## config.mk

```make
export PLATFORM = sky130hd
export DESIGN_NAME = angle_sensor_command_responder_core
export DESIGN_NICKNAME = d
export VERILOG_FILES = /design/src/hw/rtl/ascr_pkg.sv /design/src/hw/rtl/ascr_ram.sv /design/src/hw/rtl/ascr_framer.sv /design/src/hw/rtl/angle_sensor_command_responder_core.sv
export SDC_FILE = /design/constraint.sdc
export NUM_CORES = 1
export LEC_CHECK = 0
export BUFFER_PORTS_ARGS = -buffer_cell sky130_fd_sc_hd__buf_2
export CORE_ASPECT_RATIO = 1.25
export CORE_MARGIN = 3
export CORE_UTILIZATION = 65
export DETAILED_ROUTE_END_ITERATION = 8
export PLACE_DENSITY = 0.83
export SYNTH_ARGS = -nofsm -noshare
export SYNTH_HDL_FRONTEND = slang
export SYNTH_SLANG_ARGS = --single-unit
```

## constraint.sdc

```tcl
create_clock -name clk -period 9.5 [get_ports clk]
set_clock_uncertainty 0.1 [all_clocks]
set_input_delay 0.475 -clock clk [delete_from_list [all_inputs] [get_ports clk]]
set_output_delay 0.475 -clock clk [all_outputs]
set_load 0.03 [all_outputs]
```

## src/hw/rtl/ascr_pkg.sv

```systemverilog
// ----------------------------------------------------------------------------
// ascr_pkg
// Shared constants and types of the angle sensor command responder: sensor
// count, angle width, host protocol codes and the state machine encodings.
// ----------------------------------------------------------------------------
package ascr_pkg;

  // Number of sensors and width of a raw angle.
  localparam int NUM_SENSORS = 6;
  localparam int ANGLE_BITS  = 14;

  // Width of a sensor index into the per-sensor memories.
  localparam int SENS_W = (NUM_SENSORS > 1) ? $clog2(NUM_SENSORS) : 1;

  // Host protocol codes.
  localparam logic [7:0] START_MARK   = 8'hAA;
  localparam logic [7:0] OP_CALIBRATE = 8'h01;
  localparam logic [7:0] OP_READ      = 8'h02;

  // Host frame decoder phase.
  typedef enum logic [1:0] {
    PH_IDLE = 2'd0,
    PH_CMD  = 2'd1,
    PH_SUM  = 2'd2
  } phase_t;

  // Command sequencer state.
  typedef enum logic [2:0] {
    SQ_IDLE,
    SQ_CAL,
    SQ_RD_HI,
    SQ_RD_LO,
    SQ_RD_ERR,
    SQ_RD_SUM
  } seq_state_t;

  // Commands decoded from a complete host frame.
  typedef struct packed {
    logic cal_go;
    logic rd_go;
  } frame_go_t;

endpackage

```

## src/hw/rtl/ascr_ram.sv

```systemverilog
// ----------------------------------------------------------------------------
// ascr_ram
// Small single-write, single-read memory with a registered read port. Each
// entry has a valid bit cleared by reset; an entry never written reads zero.
// ----------------------------------------------------------------------------
module ascr_ram #(
  parameter int WIDTH = 8,
  parameter int DEPTH = 8
) (
  input  logic                                         clk,
  input  logic                                         rst_n,
  input  logic                                         wr_en,
  input  logic [((DEPTH > 1) ? $clog2(DEPTH) : 1)-1:0] wr_addr,
  input  logic [WIDTH-1:0]                             wr_data,
  input  logic [((DEPTH > 1) ? $clog2(DEPTH) : 1)-1:0] rd_addr,
  output logic [WIDTH-1:0]                             rd_data
);

  logic [WIDTH-1:0] mem [DEPTH];
  logic [DEPTH-1:0] valid_r;

  // Write port.
  always_ff @(posedge clk) begin
    if (wr_en) begin
      mem[wr_addr] <= wr_data;
    end
  end

  // Valid bits stand for the all-zero reset contents.
  always_ff @(posedge clk) begin
    if (!rst_n) begin
      valid_r <= '0;
    end else if (wr_en) begin
      valid_r[wr_addr] <= 1'b1;
    end
  end

  // Registered read port.
  always_ff @(posedge clk) begin
    rd_data <= valid_r[rd_addr] ? mem[rd_addr] : '0;
  end

endmodule

```

## src/hw/rtl/ascr_framer.sv

```systemverilog
// ----------------------------------------------------------------------------
// ascr_framer
// Host frame decoder: start byte, command byte, checksum byte equal to the
// command. Flags a valid calibrate or read frame on its checksum transfer.
// ----------------------------------------------------------------------------
module ascr_framer
  import ascr_pkg::*;
(
  input  logic       clk,
  input  logic       rst_n,
  input  logic       host_xfer,
  input  logic [7:0] rx_byte,
  output frame_go_t  go
);

  phase_t     phase_r, phase_nxt;
  logic [7:0] held_command_r, held_command_nxt;

  // Next phase and held command.
  always_comb begin
    phase_nxt        = phase_r;
    held_command_nxt = held_command_r;
    if (host_xfer) begin
      unique case (phase_r)
        PH_CMD: begin
          held_command_nxt = rx_byte;
          phase_nxt        = PH_SUM;
        end
        PH_SUM: begin
          phase_nxt = PH_IDLE;
        end
        default: begin
          phase_nxt = (rx_byte == START_MARK) ? PH_CMD : PH_IDLE;
        end
      endcase
    end
  end

  // Command strobes on a checksum that matches a known command.
  always_comb begin
    go = '0;
    unique case (phase_r)
      PH_SUM: begin
        if (host_xfer && (rx_byte == held_command_r)) begin
          go.cal_go = (held_command_r == OP_CALIBRATE);
          go.rd_go  = (held_command_r == OP_READ);
        end
      end
      default: begin
        go = '0;
      end
    endcase
  end

  always_ff @(posedge clk) begin
    if (!rst_n) begin
      phase_r        <= PH_IDLE;
      held_command_r <= '0;
    end else begin
      phase_r        <= phase_nxt;
      held_command_r <= held_command_nxt;
    end
  end

endmodule

```

## src/hw/rtl/angle_sensor_command_responder_core.sv

```systemverilog
// ----------------------------------------------------------------------------
// angle_sensor_command_responder_core
// Stores sensor angles and offsets in two small memories and answers host
// calibrate and read frames by scanning them one sensor at a time.
// ----------------------------------------------------------------------------
//
//  Channel  | Ports                                        | Transfer
//  ---------+----------------------------------------------+----------------------
//  input    | in_cmd in_rx_byte in_sensor_index in_angle    | start high, busy low
//           | in_read_failed                               |
//  result   | out_tx_byte out_last                          | out_valid, one cycle
//
// A sensor reading or a host byte that completes no command leaves busy low.
// A calibrate frame holds busy for one memory read and offset write per
// sensor. A read frame holds busy while it builds its packet; its bytes come
// one per cycle starting the cycle after the checksum
// transfer, paced by the angle and offset memory read ports.
// Reset is synchronous; memory contents read as zero until written. The
// receiver cannot stall the result stream.
// ----------------------------------------------------------------------------
module angle_sensor_command_responder_core
  import ascr_pkg::*;
(
  input  logic                  clk,
  input  logic                  rst_n,
  input  logic                  start,
  output logic                  busy,
  input  logic                  in_cmd,
  input  logic [7:0]            in_rx_byte,
  input  logic [2:0]            in_sensor_index,
  input  logic [ANGLE_BITS-1:0] in_angle,
  input  logic                  in_read_failed,
  output logic                  out_valid,
  output logic [7:0]            out_tx_byte,
  output logic                  out_last
);

  seq_state_t             state_r, state_nxt;
  logic [SENS_W-1:0]      cnt_r, cnt_nxt;
  logic [7:0]             sum_r, sum_nxt;
  logic [7:0]             lo_r, lo_nxt;
  logic [NUM_SENSORS-1:0] err_r, err_nxt;
  logic                   out_valid_r, out_valid_nxt;
  logic [7:0]             out_tx_byte_r, out_tx_byte_nxt;
  logic                   out_last_r, out_last_nxt;

  logic                   xfer;
  logic                   cnt_end;
  frame_go_t              frm;

  logic                   ang_we;
  logic [ANGLE_BITS:0]    ang_wdata;
  logic [ANGLE_BITS:0]    ang_rdata;
  logic                   off_we;
  logic [ANGLE_BITS-1:0]  off_wdata;
  logic [ANGLE_BITS-1:0]  off_rdata;
  logic [SENS_W-1:0]      rd_addr;
  logic [SENS_W-1:0]      ang_waddr;
  logic [15:0]            diff;

  assign xfer    = start && !busy;
  assign cnt_end = (cnt_r == SENS_W'(NUM_SENSORS - 1));
  assign diff    = 16'(ang_rdata[ANGLE_BITS-1:0]) - 16'(off_rdata);
  assign ang_waddr = in_sensor_index[SENS_W-1:0];

  // Host frame decoding.
  ascr_framer u_framer (
    .clk       (clk),
    .rst_n     (rst_n),
    .host_xfer (xfer && !in_cmd),
    .rx_byte   (in_rx_byte),
    .go        (frm)
  );

  // Per-sensor {last read failed, angle}.
  ascr_ram #(
    .WIDTH (ANGLE_BITS + 1),
    .DEPTH (NUM_SENSORS)
  ) u_angle_ram (
    .clk     (clk),
    .rst_n   (rst_n),
    .wr_en   (ang_we),
    .wr_addr (ang_waddr),
    .wr_data (ang_wdata),
    .rd_addr (rd_addr),
    .rd_data (ang_rdata)
  );

  // Per-sensor calibration offset.
  ascr_ram #(
    .WIDTH (ANGLE_BITS),
    .DEPTH (NUM_SENSORS)
  ) u_offset_ram (
    .clk     (clk),
    .rst_n   (rst_n),
    .wr_en   (off_we),
    .wr_addr (cnt_r),
    .wr_data (off_wdata),
    .rd_addr (rd_addr),
    .rd_data (off_rdata)
  );

  // Sequencer next state.
  always_comb begin
    state_nxt = state_r;
    unique case (state_r)
      SQ_IDLE: begin
        if (frm.cal_go) begin
          state_nxt = SQ_CAL;
        end else if (frm.rd_go) begin
          state_nxt = SQ_RD_HI;
        end
      end
      SQ_CAL: begin
        if (cnt_end) begin
          state_nxt = SQ_IDLE;
        end
      end
      SQ_RD_HI:  state_nxt = SQ_RD_LO;
      SQ_RD_LO:  state_nxt = cnt_end ? SQ_RD_ERR : SQ_RD_HI;
      SQ_RD_ERR: state_nxt = SQ_RD_SUM;
      SQ_RD_SUM: state_nxt = SQ_IDLE;
      default:   state_nxt = SQ_IDLE;
    endcase
  end

  // Sequencer datapath, memory accesses and result bytes.
  always_comb begin
    cnt_nxt         = cnt_r;
    sum_nxt         = sum_r;
    lo_nxt          = lo_r;
    err_nxt         = err_r;
    out_valid_nxt   = 1'b0;
    out_tx_byte_nxt = '0;
    out_last_nxt    = 1'b0;
    ang_we          = 1'b0;
    ang_wdata       = '0;
    off_we          = 1'b0;
    off_wdata       = '0;
    rd_addr         = '0;
    unique case (state_r)
      SQ_IDLE: begin
        // Sensor reading; indexes beyond the sensor count are dropped.
        if (xfer && in_cmd && ({1'b0, in_sensor_index} < 4'(NUM_SENSORS))) begin
          ang_we = 1'b1;
          if (in_read_failed) begin
            ang_wdata = {1'b1, {ANGLE_BITS{1'b0}}};
            for (int i = 0; i < NUM_SENSORS; i++) begin
              if (in_sensor_index == 3'(i)) begin
                err_nxt[i] = 1'b1;
              end
            end
          end else begin
            ang_wdata = {1'b0, in_angle};
          end
        end
        // Command start: sensor 0 is addressed now, its data lands next cycle.
        if (frm.cal_go || frm.rd_go) begin
          cnt_nxt = '0;
          sum_nxt = '0;
        end
        if (frm.rd_go) begin
          out_valid_nxt   = 1'b1;
          out_tx_byte_nxt = START_MARK;
        end
      end
      SQ_CAL: begin
        // Copy the stored angle into the offset, or zero the offset and flag a failed sensor.
        off_we = 1'b1;
        if (ang_rdata[ANGLE_BITS]) begin
          off_wdata = '0;
          for (int i = 0; i < NUM_SENSORS; i++) begin
            if (cnt_r == SENS_W'(i)) begin
              err_nxt[i] = 1'b1;
            end
          end
        end else begin
          off_wdata = ang_rdata[ANGLE_BITS-1:0];
        end
        cnt_nxt = cnt_r + 1'b1;
        rd_addr = cnt_r + 1'b1;
      end
      SQ_RD_HI: begin
        out_valid_nxt   = 1'b1;
        out_tx_byte_nxt = diff[15:8];
        lo_nxt          = diff[7:0];
        sum_nxt         = sum_r + diff[15:8];
      end
      SQ_RD_LO: begin
        out_valid_nxt   = 1'b1;
        out_tx_byte_nxt = lo_r;
        sum_nxt         = sum_r + lo_r;
        cnt_nxt         = cnt_r + 1'b1;
        rd_addr         = cnt_r + 1'b1;
      end
      SQ_RD_ERR: begin
        out_valid_nxt   = 1'b1;
        out_tx_byte_nxt = 8'(err_r);
        sum_nxt         = sum_r + 8'(err_r);
      end
      SQ_RD_SUM: begin
        out_valid_nxt   = 1'b1;
        out_tx_byte_nxt = sum_r;
        out_last_nxt    = 1'b1;
        err_nxt         = '0;
      end
      default: begin
        cnt_nxt = cnt_r;
      end
    endcase
  end

  // Control registers.
  always_ff @(posedge clk) begin
    if (!rst_n) begin
      state_r     <= SQ_IDLE;
      err_r       <= '0;
      out_valid_r <= 1'b0;
      out_last_r  <= 1'b0;
    end else begin
      state_r     <= state_nxt;
      err_r       <= err_nxt;
      out_valid_r <= out_valid_nxt;
      out_last_r  <= out_last_nxt;
    end
  end

  // Datapath registers.
  always_ff @(posedge clk) begin
    cnt_r         <= cnt_nxt;
    sum_r         <= sum_nxt;
    lo_r          <= lo_nxt;
    out_tx_byte_r <= out_tx_byte_nxt;
  end

  assign busy        = (state_r != SQ_IDLE);
  assign out_valid   = out_valid_r;
  assign out_tx_byte = out_tx_byte_r;
  assign out_last    = out_last_r;

  // The checksum byte ends a packet; nothing follows it in the next cycle.
  a_last_then_quiet: assert property (@(posedge clk) disable iff (!rst_n)
    out_valid && out_last |=> !out_valid)
    else $error("result transfer right after a packet checksum");

  // The final read state always delivers the checksum byte.
  a_sum_delivered: assert property (@(posedge clk) disable iff (!rst_n)
    state_r == SQ_RD_SUM |=> out_valid && out_last)
    else $error("read sequence ended without a checksum byte");

  // The framer never starts two commands at once.
  a_one_command: assert property (@(posedge clk) disable iff (!rst_n)
    !(frm.cal_go && frm.rd_go))
    else $error("calibrate and read started together");

  // No sensor write lands while a command scans the memories.
  a_no_write_in_scan: assert property (@(posedge clk) disable iff (!rst_n)
    busy |-> !ang_we)
    else $error("angle memory written during a command scan");

endmodule

```

* Word-level counts from Yosys, hierarchy flattened
Memory sizes are Yosys's and may differ from the RTL's. A register that Yosys moved wholly into a read port is not among the register bits. Cells that the tools add are included.
Storage, ports and cells: bits in registers 60, memory bits (writable) 174, logic and storage cells 156, memories 2
Memory list:
- u_angle_ram.mem | depth 6, bits a word 15, rd ports 1, clocked after Yosys merged registers in 1, wr ports 1, RTL line ascr_ram.sv:19 | logic [WIDTH-1:0] mem [DEPTH];
- u_offset_ram.mem | depth 6, bits a word 14, rd ports 1, clocked after Yosys merged registers in 1, wr ports 1, RTL line ascr_ram.sv:19
Operators by class: add/sub/neg operators 5, magnitude comparators 6, equality and inequality tests 38, muxes and demuxes 55, bitwise operators 2, reduce and logical (&&, ||, !) cells 31
Operators by type and width (number):
- 2-to-1 mux 15 bit | 3
- case mux 8 bit (5 select lines) | 1
- AND reduction 6 bit | 6
- case mux 8 bit (4 select lines) | 1
- inequality test 2 bit, second input constant | 15
- 2-to-1 mux 14 bit | 2
- 2-to-1 mux 1 bit | 26
- equality test 3 x 2 -> 1 bit, second input constant | 6
- equality test 3 bit, second input constant | 6
- 2-to-1 mux 3 bit | 6
- 2-to-1 mux 6 bit | 3
- case mux 6 bit (3 select lines) | 1
- adder 8 bit | 2
- 2-to-1 mux 8 bit | 2
- case mux 3 bit (5 select lines) | 1
- subtractor 14 x 14 -> 15 bit | 1
- less-than comparator 3 x 4 -> 1 bit, second input constant | 3
- OR 6 bit | 2
- equality test 3 x 1 -> 1 bit, second input constant | 3
- zero test 3 bit | 3
- adder 8 x 6 -> 8 bit | 1
- equality test 8 x 1 -> 1 bit, second input constant | 1
- equality test 8 x 2 -> 1 bit, second input constant | 1
- equality test 8 bit | 1
- other kinds (23) | 40

* Logic depth before layout (Yosys ltp)
Gate-level depths: netlist of run 1.
depth after elaboration 10, mapped depth 18, gate-level depth less buffers 18

* Hierarchy
Synthesis of run 1 repeated with hierarchy kept, for this count alone.
Second synthesis, totals: cells, all modules 945, area total of the unflattened synthesis 11841.4 µm²
By module, submodules not included:
- ascr_ram at u_angle_ram | times used 1, cells each 236, area an instance 4076.4 µm², sequential area each 3123.0 µm²
- ascr_ram at u_offset_ram | times used 1, cells each 221, area an instance 3831.2 µm², sequential area each 2922.8 µm²
- angle_sensor_command_responder_core | times used 1, cells each 422, area an instance 3392.0 µm², sequential area each 950.9 µm²
- ascr_framer | times used 1, cells each 66, area an instance 541.8 µm², sequential area each 200.2 µm²

* Worst setup path after synthesis of run 1
No wires, ideal clock.
path type register -> register, start point reg u_offset_ram.rd_data[1] (read register of u_offset_ram.mem), end point reg sum_r[7], data pin, library setup time 0.140 ns, data arrival time 3.288 ns, slack 5.972 ns, cell stages (with the launch flop) 18, buffers on the path 0, period minus slack after synthesis 3.528 ns, cells stage by stage dfxtp_1 inv_1 ha_1 nor2b_1 o31a_1 o311ai_2 a21oi_2 nor2b_1 xnor2_1 a221o_1 ha_1 nand3_1 o211ai_1 o21ai_0 nand2b_1 a21oi_1 xor3_1 nor2_1
On the way: cells in the longest elaborated chain, start to end 3
Ends and longest elaborated chain:
- start, declared | RTL line ascr_ram.sv:16 | output logic [WIDTH-1:0] rd_data
- subtractor 14 x 14 -> 15 bit | RTL line angle_sensor_command_responder_core.sv:63 | assign diff = 16'(ang_rdata[ANGLE_BITS-1:0]) - 16'(off_rdata);
- adder 8 bit | RTL line angle_sensor_command_responder_core.sv:187 | sum_nxt = sum_r + diff[15:8];
- case mux 8 bit (4 select lines) | RTL line angle_sensor_command_responder_core.sv:141 | unique case (state_r)
- end signal, assigned | RTL line angle_sensor_command_responder_core.sv:231 | sum_r <= sum_nxt;
- end, declared | RTL line angle_sensor_command_responder_core.sv:40 | logic [7:0] sum_r, sum_nxt;
Every way passes these cells. A chain may end at the register's enable or synchronous reset.

* Worst setup path after layout of run 1
start point reg cnt_r[0], end point reg u_offset_ram.rd_data[7] (read register of u_offset_ram.mem)
On the way: cells in the longest elaborated chain, start to end 5
Ends and longest elaborated chain:
- start, declared | RTL line angle_sensor_command_responder_core.sv:39 | logic [SENS_W-1:0] cnt_r, cnt_nxt;
- start signal, assigned | RTL line angle_sensor_command_responder_core.sv:230 | cnt_r <= cnt_nxt;
- adder 3 x 1 -> 3 bit * | RTL line angle_sensor_command_responder_core.sv:181, angle_sensor_command_responder_core.sv:194
- 2-to-1 mux 3 bit *
- binary-select mux 1 bit (select 3 bit) | RTL line ascr_ram.sv:40 | rd_data <= valid_r[rd_addr] ? mem[rd_addr] : '0;
- 2-to-1 mux 1 bit (not written as such) | RTL line ascr_ram.sv:40
- zero test 1 bit (no source line)
Every way passes the cells marked *; elsewhere a longest branch is shown, timed or not. The select of a mux whose other input is x is not followed.

==> results of run 1 <==
==> critical path, delay by kind of cell, from the launching register on <==
kind | cells | cell delay, ns
AOI/OAI and AO/OA | 2 | 1.16
buffers and inverters | 3 | 1.30
and+or+nand+nor | 2 | 0.38
adders and majority gates | 2 | 0.46
DFF | 1 | 1.07
==> cell usage in the layout, fill, tap and decap left out, types with 13 or more instances in the layout <==
cell / n
a21boi_0: 41
a21oi_1: 24
and2_1: 29
buf_2: 40
buf_4: 19
clkbuf_16: 27
dfxtp_1: 70
edfxtp_1: 193
ha_1: 28
inv_1: 31
mux2i_1: 36
nand2_1: 74
nand3_1: 18
nor2_1: 25
nor2b_1: 15
o21a_1: 15
o21ai_0: 47
o221ai_1: 58
xnor2_1: 13
==> cell type report <==
| type | count | area [um2] |
|---|---|---|
| clock buffers | 38 | 737 |
| inverters | 32 | 120 |
| flip-flops and latches | 263 | 7200 |
| repair buffers | 59 | 343 |
| clock inverters | 9 | 128 |
| multi-input cells | 539 | 3850 |
| well taps | 220 | 275 |
| fillers | 1092 | 4330 |
==> power groups by stage <==
stage | Clock (uW) | Sequential, uW | Combinational [uW]
5_1_grt | 1090 | 1230 | 53.0
6_report | 1030 | 1230 | 47.2
3_5_place_dp | 0 | 1250 | 47.1
4_1_cts | 1040 | 1230 | 47.4
2_1_floorplan | 0 | 1250 | 30.6
3_3_place_gp | 0 | 1250 | 46.0
==> worst max path at each step <==
| stage | endpoint | cells after the start | from | slack (ns) |
|---|---|---|---|---|
| CTS | u_offset_ram.rd_data[2] | 9 | cnt_r[0] | 4.97 |
| detailed placement | u_offset_ram.rd_data[5] | 9 | cnt_r[0] | 5.02 |
| global route | u_angle_ram.rd_data[0] | 9 | cnt_r[0] | 4.56 |
| finish | u_offset_ram.rd_data[7] | 9 | cnt_r[0] | 4.87 |
| global placement | u_offset_ram.rd_data[13] | 9 | cnt_r[0] | 5.18 |
| floorplan | sum_r[7] | 17 | u_offset_ram.rd_data[1] | 5.97 |
==> logic make-up after synthesis <==
kind of cell	after synthesis
adder cells (fa/ha/maj)	30
XOR/XNOR	23
AO/OA/AOI/OAI	240
flip-flops	263
buffers and inverters	82
AND/OR/NAND/NOR	208
multiplexers	38
==> routing by layer <==
layer	global-route usage	up-vias	routed length (um)
li1	-	3421	-
met4	0.0851	0	693
met1	0.328	3562	9450
met3	0.0350	57	1290
met2	0.452	279	12600
met5	0	-	0
==> flip-flops by register name, indices dropped and copies added, names as in the netlist <==
signal and count:
u_angle_ram.valid_r 6, err_r 6, sum_r 8, out_tx_byte 8, u_framer.phase_r 2, u_offset_ram.mem 84, cnt_r 3, u_angle_ram.mem 90
out_last 1, u_angle_ram.rd_data 15, u_offset_ram.rd_data 14, lo_r 8, state_r 3, out_valid 1, u_framer.held_command_r 8, u_offset_ram.valid_r 6
==> stage by stage <==
step | hold slack (ns) | utilization | setup slack [ns] | cells
3_5_place_dp | 0.353 | 0.694 | 5.02 | 1113
6_report | 0.155 | 0.745 | 4.87 | 1160
3_3_place_gp | 0.343 | 0.694 | 5.18 | 1113
2_1_floorplan | 0.334 | - | 5.97 | 884
5_1_grt | 0.163 | 0.745 | 4.56 | 1160
4_1_cts | 0.146 | 0.745 | 4.97 | 1160
==> flow_summary.toml, run 1 <==
[global_route]
grt_max_degree = 64
grt_usage = 0.258
grt_first_pass_wirelength_mm = 38.7
globalRouteOverflowTotal = 0
grt_antenna_before_repair = 0
grt_pass1_vias = 7405

[critical_path]
r2r_end = "u_offset_ram.rd_data[7]"
cp_cell_sequence = "buf_4, ha_1, ha_1, or2_1, buf_4, inv_2, nand2_1, o22ai_1, a21boi_0"
ff2ff_setup_slack_ns = 4.87
end_kind = "flop"
crit_required_ns = 9.83
crit_type = "flop to flop"
cp_max_fo = 38
cp.arrival_ns = 4.96
reg2reg_depth = 9
cp-start-kind = "flop"
crit_slowest_cell = "edfxtp_1"
worstReg2RegStart = "cnt_r[0]"
cpPeakStageDelay_ns = 1.07

[sta]
slew_violations = 0
worst_pin_slew_ns = 1.11
fmax_mhz = 216
rsz0062_at_grt = "false"
post-route-period-util = 0.488
relSlewSlack = 0.263
post-route-min-period_ns = 4.63
tns_ns = 0
hold_violations = 0
finalSetupViolations = 0

[clock_tree]
root_buffer = "clkbuf_16"
htreeDepth = 1
cts_buffers = 26
clock_latency_ns = 0.52
cts_resized = 0
clk_pin_slew_ns = 0.06
clockBufferDepth = 3
postCtsSetupBuffers = 0
cts_tree = "yes"
cts_hold_buf = 0
cts.sink_count = 263

[die]
io_pins = 41
die_y_um = 154
placementRows = 53
start_util = 0.667
core_um2 = 17000
die-area_um2 = 19100
dieWidth_um = 124

[synth]
synthXorXnorAreaFrac = 0.0191
synth_mux_area_frac = 0.0338
ys_ff_latch = 263
synth_common_cells = "edfxtp_1 (193), nand2_1 (74), dfxtp_1 (70)"
post_synth_num_cell_types = 64
synth_area_per_cell_um2 = 12.8
synth_simple_gate_area_frac = 0.0945
synth_compound_area_frac = 0.153
yosysSeqAreaShare = 0.635
synth_top_family_by_area = "compound AO/OA/AOI/OAI gates"
synth_warnings = 0
synth_edf_count = 193
synthCells = 884
synth_area_um2 = 11300
async_reset_ff_frac = 0
yosysTopAreaCell = "edfxtp_1"
synthesis.nets = 944
synthAdderAreaFrac = 0.0345
ys_dominant_reg_cell = "edfxtp_1"
yosysMostFrequentCell = "edfxtp_1"
ys_top_cells_by_area = "edfxtp_1 (51%), dfxtp_1 (12%), o221ai_1 (4.5%)"
netlist.area_leader.share = 0.512

[power_and_ir_drop]
swShare = 0.191
power.switching_uw = 441
power.share.clock = 0.448
ir_drop_v = 0.000182
p_comb_frac = 0.020
p_leak_uw = 0.00461
p_per_area_nw_per_um2 = 182
power.internal_uw = 1860
power_uw = 2300
p_seq_frac = 0.532

[placement]
dp_hpwl_mm = 15.7
io_buffers = 40
placed_area_um2 = 11800
place_congestion = 0.887

[routing]
first_pass_iters = 6
routed_wl_mm = 24.1
via_per_inst = 6.31
ant_nets = 0
drc = 0
wl_per_cell_um = 20.8
vias = 7319
drt-initial-drc-count = 554

[layout]
postLayoutCellArea_um2 = 12700
layout-drive-gt1-share = 0.126
area_delta_synth_final_pct = 11.7
antenna_cells = 0
nets = 981

[hold_path]
hold_path_startpoint = "in_rx_byte[5]"
hold_class = "primary input to flop"
holdPathStages = 3
hold_path_end = "u_framer.held_command_r[5]"

[status]
outcome = "finished clean"

[flow_run]
max-cap-violations = 0
Power figures use the tool's default switching activity.
==> run 2, diff against run 1 <==
Settings changed: ABC_AREA set to 1, CORE_UTILIZATION 65 to 62, PLACE_DENSITY 0.83 to 0.8.
Clock period 9.5 ns to 4.74 ns, I/O delays scaled along.
==> run 2 against run 1 <==
  * Register-to-register slack worse by 3.6 ns
  * Combinational power rose to 14 times the previous value
  * Routed wire length grew 7.8%
==> flow_summary.toml, run 2 <==
[status]
outcome = "finished clean"

[synth]
ys_ff_latch = 263
post_synth_num_cell_types = 44
synthCells = 1147
synth_area_um2 = 11600
synthXorXnorAreaFrac = 0.0113
yosysSeqAreaShare = 0.620
synth_area_per_cell_um2 = 10.1
synthAdderAreaFrac = 0.0337
synth_warnings = 0
ys_dominant_reg_cell = "edfxtp_1"
ys_top_cells_by_area = "edfxtp_1 (50%), dfxtp_1 (12%), nand2_1 (6.2%)"
synth_top_family_by_area = "simple AND/OR/NAND/NOR gates"
synth_compound_area_frac = 0.116
synthesis.nets = 1207
synth_mux_area_frac = 0
yosysTopAreaCell = "edfxtp_1"
synth_simple_gate_area_frac = 0.150
async_reset_ff_frac = 0
netlist.area_leader.share = 0.500
synth_common_cells = "edfxtp_1 (193), nand2_1 (193), inv_1 (141)"
synth_edf_count = 193

[die]
core_um2 = 18200
die-area_um2 = 20400
placementRows = 55
dieWidth_um = 128
die_y_um = 159
io_pins = 41
start_util = 0.636

[clock_tree]
cts.sink_count = 263
clock_latency_ns = 0.53
clk_pin_slew_ns = 0.06
htreeDepth = 1
cts_tree = "yes"
postCtsSetupBuffers = 0
cts_buffers = 26
root_buffer = "clkbuf_16"
clockBufferDepth = 3

[layout]
largest_register = "u_angle_ram.mem"
nets = 1265
area_delta_synth_final_pct = 12.5
final_cell_mix = "nand2_1 (193), edfxtp_1 (193), inv_1 (141)"
layout-drive-gt1-share = 0.107
reg_top3 = "u_angle_ram.mem (90), u_offset_ram.mem (84), u_angle_ram.rd_data (15)"
antenna_cells = 0
largest_reg_flops = 90

[placement]
post-place-ws_ns = 1.35
place_congestion = 0.944
io_buffers = 40
dp_hpwl_mm = 16.3

[sta]
finalSetupViolations = 0
fmax_mhz = 286
tns_ns = 0
setup_slack_ns = 1.24
post-route-period-util = 0.738
slew_violations = 0
worst_pin_slew_ns = 1.13
hold_violations = 0
relSlewSlack = 0.248
rsz0062_at_grt = "false"
post-route-min-period_ns = 3.50

[critical_path]
critPathBufInv = 4
cp_cell_sequence = "inv_1, ha_1, fa_1, inv_1, nand2_1, nand3_1, inv_1, o21ai_0, nand2_1, nand3_1, nand2_1, ha_1, fa_1, nand2_1, inv_1, o21ai_0, nand2_1, nand2_1, nand2_1, a21oi_1, o21ai_0, a21oi_1"
reg2reg_depth = 22
cp.arrival_ns = 3.78
cp-start-kind = "flop"
worstReg2RegStart = "u_angle_ram.rd_data[0]"
r2r_end = "sum_r[6]"
end_kind = "flop"
cp_max_fo = 3
cpPeakStageDelay_ns = 0.40
crit_slowest_cell = "fa_1"
critical_path.startpoint = "u_angle_ram.rd_data[0]"
crit_required_ns = 5.02
crit_type = "flop to flop"
cp_common_cell = "nand2_1"
ff2ff_setup_slack_ns = 1.24
cp_top_family = "adder cells"

[hold_path]
holdPathStages = 3
hold_class = "primary input to flop"
hold_path_startpoint = "in_angle[7]"
hold_path_end = "u_angle_ram.mem[5][7]"

[routing]
vias = 8407
drc = 0
first_pass_iters = 5
wl_per_cell_um = 17.9
routed_wl_mm = 25.9
drt-initial-drc-count = 599
ant_nets = 0
via_per_inst = 5.79

[power_and_ir_drop]
p_per_area_nw_per_um2 = 397
ir_drop_v = 0.000380
p_leak_uw = 0.00520

[global_route]
globalRouteOverflowTotal = 0
grt_first_pass_wirelength_mm = 41.8
grt_max_degree = 63
grt_usage = 0.255
grt_antenna_before_repair = 0
grt_pass1_vias = 8319

[flow_run]
max-cap-violations = 0
## run 2: through the flow
| stage | hold slack (ns) | utilization | instances | cell area (um2) | power [uW] |
|---|---|---|---|---|---|
| after CTS | 0.00768 | 0.716 | 1453 | 13100 | 5180 |
| after global placement | 0.346 | 0.660 | 1387 | 12000 | 3180 |
| after detailed placement | 0.357 | 0.660 | 1387 | 12000 | 3200 |
| after global routing | 0.0299 | 0.716 | 1453 | 13100 | 5390 |
| final | 0.0135 | 0.716 | 1453 | 13100 | 5180 |
| after floorplan | 0.285 | - | 1147 | 11600 | 3040 |
## run 2: layout make-up
type	instances	area, um2
multi-input cells	688	3660
inverters	153	574
flip-flops and latches	263	7200
well taps	228	285
clock inverters	8	73.8
clock buffers	40	764
fillers	1242	5180
repair buffers	73	493
## run 2: cells by family (layout without fill, tap and decap cells)
family | count (synthesis) | in the layout
AOI/OAI and AO/OA | 233 | 233
xor gates and xnor gates | 15 | 15
adders and majority gates | 30 | 30
buffers and inverters | 196 | 274
DFF | 263 | 263
and+or+nand+nor | 410 | 410
## run 2: what timing repair did
| item | in CTS | in global routing |
|---|---|---|
| hold endpoints to repair | 10 | 0 |
| gates resized for setup | 0 | 0 |
| hold buffers | 18 | 0 |
| setup endpoints to repair | 0 | 0 |
## run 2: worst max-delay path by stage
stage	to	slack [ns]	cells after the start
2_1_floorplan	sum_r[6]	1.63	22
3_3_place_gp	sum_r[6]	1.42	22
3_5_place_dp	sum_r[6]	1.35	22
4_1_cts	sum_r[6]	1.27	22
5_1_grt	sum_r[6]	0.78	22
6_report	sum_r[6]	1.24	22
## run 2: metal layers
metal	global-route usage	vias up	share of wire
li1	-	4025	-
met1	0.327	3996	0.39
met2	0.447	334	0.51
met3	0.0359	52	0.067
met4	0.0763	0	0.026
met5	0	-	0
## run 2: power by group
group | total [uW] | switching (uW) | internal [uW]
Clock | 2000 | 829 | 1170
Combinational | 647 | 427 | 220
Sequential | 2540 | 24.2 | 2510
## run 2: worst reg2reg max path: stages (launching register included)
cell	delay (ns)
dfxtp_1	0.31
inv_1	0.05
ha_1	0.22
fa_1	0.40
inv_1	0.09
nand2_1	0.05
nand3_1	0.11
inv_1	0.06
o21ai_0	0.20
nand2_1	0.11
nand3_1	0.10
nand2_1	0.05
ha_1	0.20
fa_1	0.39
nand2_1	0.07
inv_1	0.04
o21ai_0	0.14
nand2_1	0.10
nand2_1	0.07
nand2_1	0.05
a21oi_1	0.18
o21ai_0	0.12
a21oi_1	0.13
==> run 3, diff against run 2 <==
Clock period 4.74 ns to 3.4 ns, I/O delays scaled along.
==> run 3 against run 2 <==
  * Clock power up 37%
  * Via count up 0.12%
  * Setup slack worse by 1.0 ns
  * Critical path type unchanged
  * Critical endpoint is now sum_r[7]
  * Highest routed layer unchanged
==> flow_summary.toml, run 3 (synthesized netlist as in run 2, its figures left out) <==
[sta]
fmax_mhz = 314
setup_slack_ns = 0.220
relSlewSlack = 0.505
hold_violations = 0
post-route-min-period_ns = 3.18
hold_ws_ns = 0.0315
worst_pin_slew_ns = 0.741
finalSetupViolations = 0
post-route-period-util = 0.935
slew_violations = 0

[critical_path]
critical_path.startpoint = "u_angle_ram.rd_data[0]"
crit_type = "flop to flop"
cp_max_fo = 6
cp.arrival_ns = 3.34
end_kind = "flop"
cp-start-kind = "flop"
crit_required_ns = 3.56
worstReg2RegStart = "u_angle_ram.rd_data[0]"

[flow_run]
max-cap-violations = 0

[layout]
reg_top3 = "u_angle_ram.mem (90), u_offset_ram.mem (84), u_angle_ram.rd_data (15)"
area_delta_synth_final_pct = 14.7
largest_register = "u_angle_ram.mem"
layout-drive-gt1-share = 0.130
largest_reg_flops = 90
nets = 1291
final_cell_mix = "nand2_1 (193), edfxtp_1 (193), inv_1 (139)"
antenna_cells = 0

[status]
outcome = "finished clean"

[hold_path]
hold_path_startpoint = "in_cmd"
hold_class = "primary input to flop"

[placement]
place_congestion = 0.902
io_buffers = 40
dp_hpwl_mm = 16.6
post-place-ws_ns = -0.0107

[clock_tree]
cts_buffers = 25
root_buffer = "clkbuf_16"
cts_tree = "yes"
clockBufferDepth = 3
cts.sink_count = 263
clk_pin_slew_ns = 0.06
clock_latency_ns = 0.52
htreeDepth = 1

[global_route]
grt_antenna_before_repair = 0
grt_max_degree = 57
globalRouteOverflowTotal = 0
grt_pass1_vias = 8511
grt_first_pass_wirelength_mm = 42.6
grt_usage = 0.260

[routing]
via_per_inst = 5.69
drc = 0
wl_per_cell_um = 17.8
vias = 8417
routed_wl_mm = 26.3
drt-initial-drc-count = 929
ant_nets = 0
first_pass_iters = 5

[die]
die-area_um2 = 20400
core_um2 = 18200
dieWidth_um = 128
die_y_um = 159
io_pins = 41
start_util = 0.636
placementRows = 55

[power_and_ir_drop]
ir_drop_v = 0.000471
p_leak_uw = 0.00532
p_per_area_nw_per_um2 = 544
[run 3: cell count changes in the layout (fill, tap and decap cells not counted), moves of 4 or more]
cell / change
ha_2: +5
clkinv_2: +4
buf_4: +13
dlygate4sd3_1: +13
ha_1: -5
[run 3: final timing paths]
| path | slack, ns | end | depth (start not counted) |
|---|---|---|---|
| max | 0.22 | sum_r[7] | 16 |
| min | 0.03 | u_framer.phase_r[1] | 4 |
| max reg2reg | 0.22 | sum_r[7] | 16 |
| min reg2reg | 0.37 | u_offset_ram.valid_r[4] | 2 |
[run 3: area by class of cell]
type	count	area, um2
clock inverter	6	36.3
multi-input combinational	688	3680
inverter	153	574
clock buffer	40	795
fill	1228	4930
tap	228	285
sequential	263	7200
timing repair buffer	100	741
[run 3: metrics by stage]
step / TNS, ns / total power [uW] / utilization / cell area (um2) / instances
6_report: 0 / 7240 / 0.730 / 13300 / 1478
5_1_grt: -0.0147 / 7540 / 0.730 / 13300 / 1478
4_1_cts: 0 / 7210 / 0.727 / 13300 / 1475
3_5_place_dp: -0.0107 / 4480 / 0.664 / 12100 / 1398
3_3_place_gp: 0 / 4450 / 0.664 / 12100 / 1398
2_1_floorplan: 0 / 4240 / - / 11600 / 1147
[run 3: metal layers]
metal | up-vias | track usage | share of wire
met5 | - | 0 | 0
met4 | 0 | 0.0748 | 0.027
met3 | 57 | 0.0329 | 0.068
met2 | 339 | 0.457 | 0.51
met1 | 3952 | 0.339 | 0.39
li1 | 4069 | - | -
[run 3: worst max-delay path: stages, from the launching register on]
cell and delay, ns:
dfxtp_2 0.33, inv_1 0.06, ha_2 0.18, fa_2 0.37
inv_2 0.06, nand3_1 0.07, nand3_1 0.13, nand4_1 0.14
nand3_1 0.10, nand2_1 0.07, a31o_2 0.21, ha_1 0.36
a21oi_1 0.09, o311ai_1 0.37, nand3_1 0.14, nand2_1 0.09
nor2_1 0.05
[run 3: power by group]
group	internal, uW	switching [uW]	total, uW
Clock	1600	1140	2740
Sequential	3500	34.7	3540
Combinational	351	608	959
[run 3: repair_timing]
item	4_1_cts	5_1_grt
hold endpoints to repair	95	0
resized for setup	3	15
pin swaps	0	6
hold buffers	31	0
buffers inserted	0	3
setup endpoints to repair	1	4
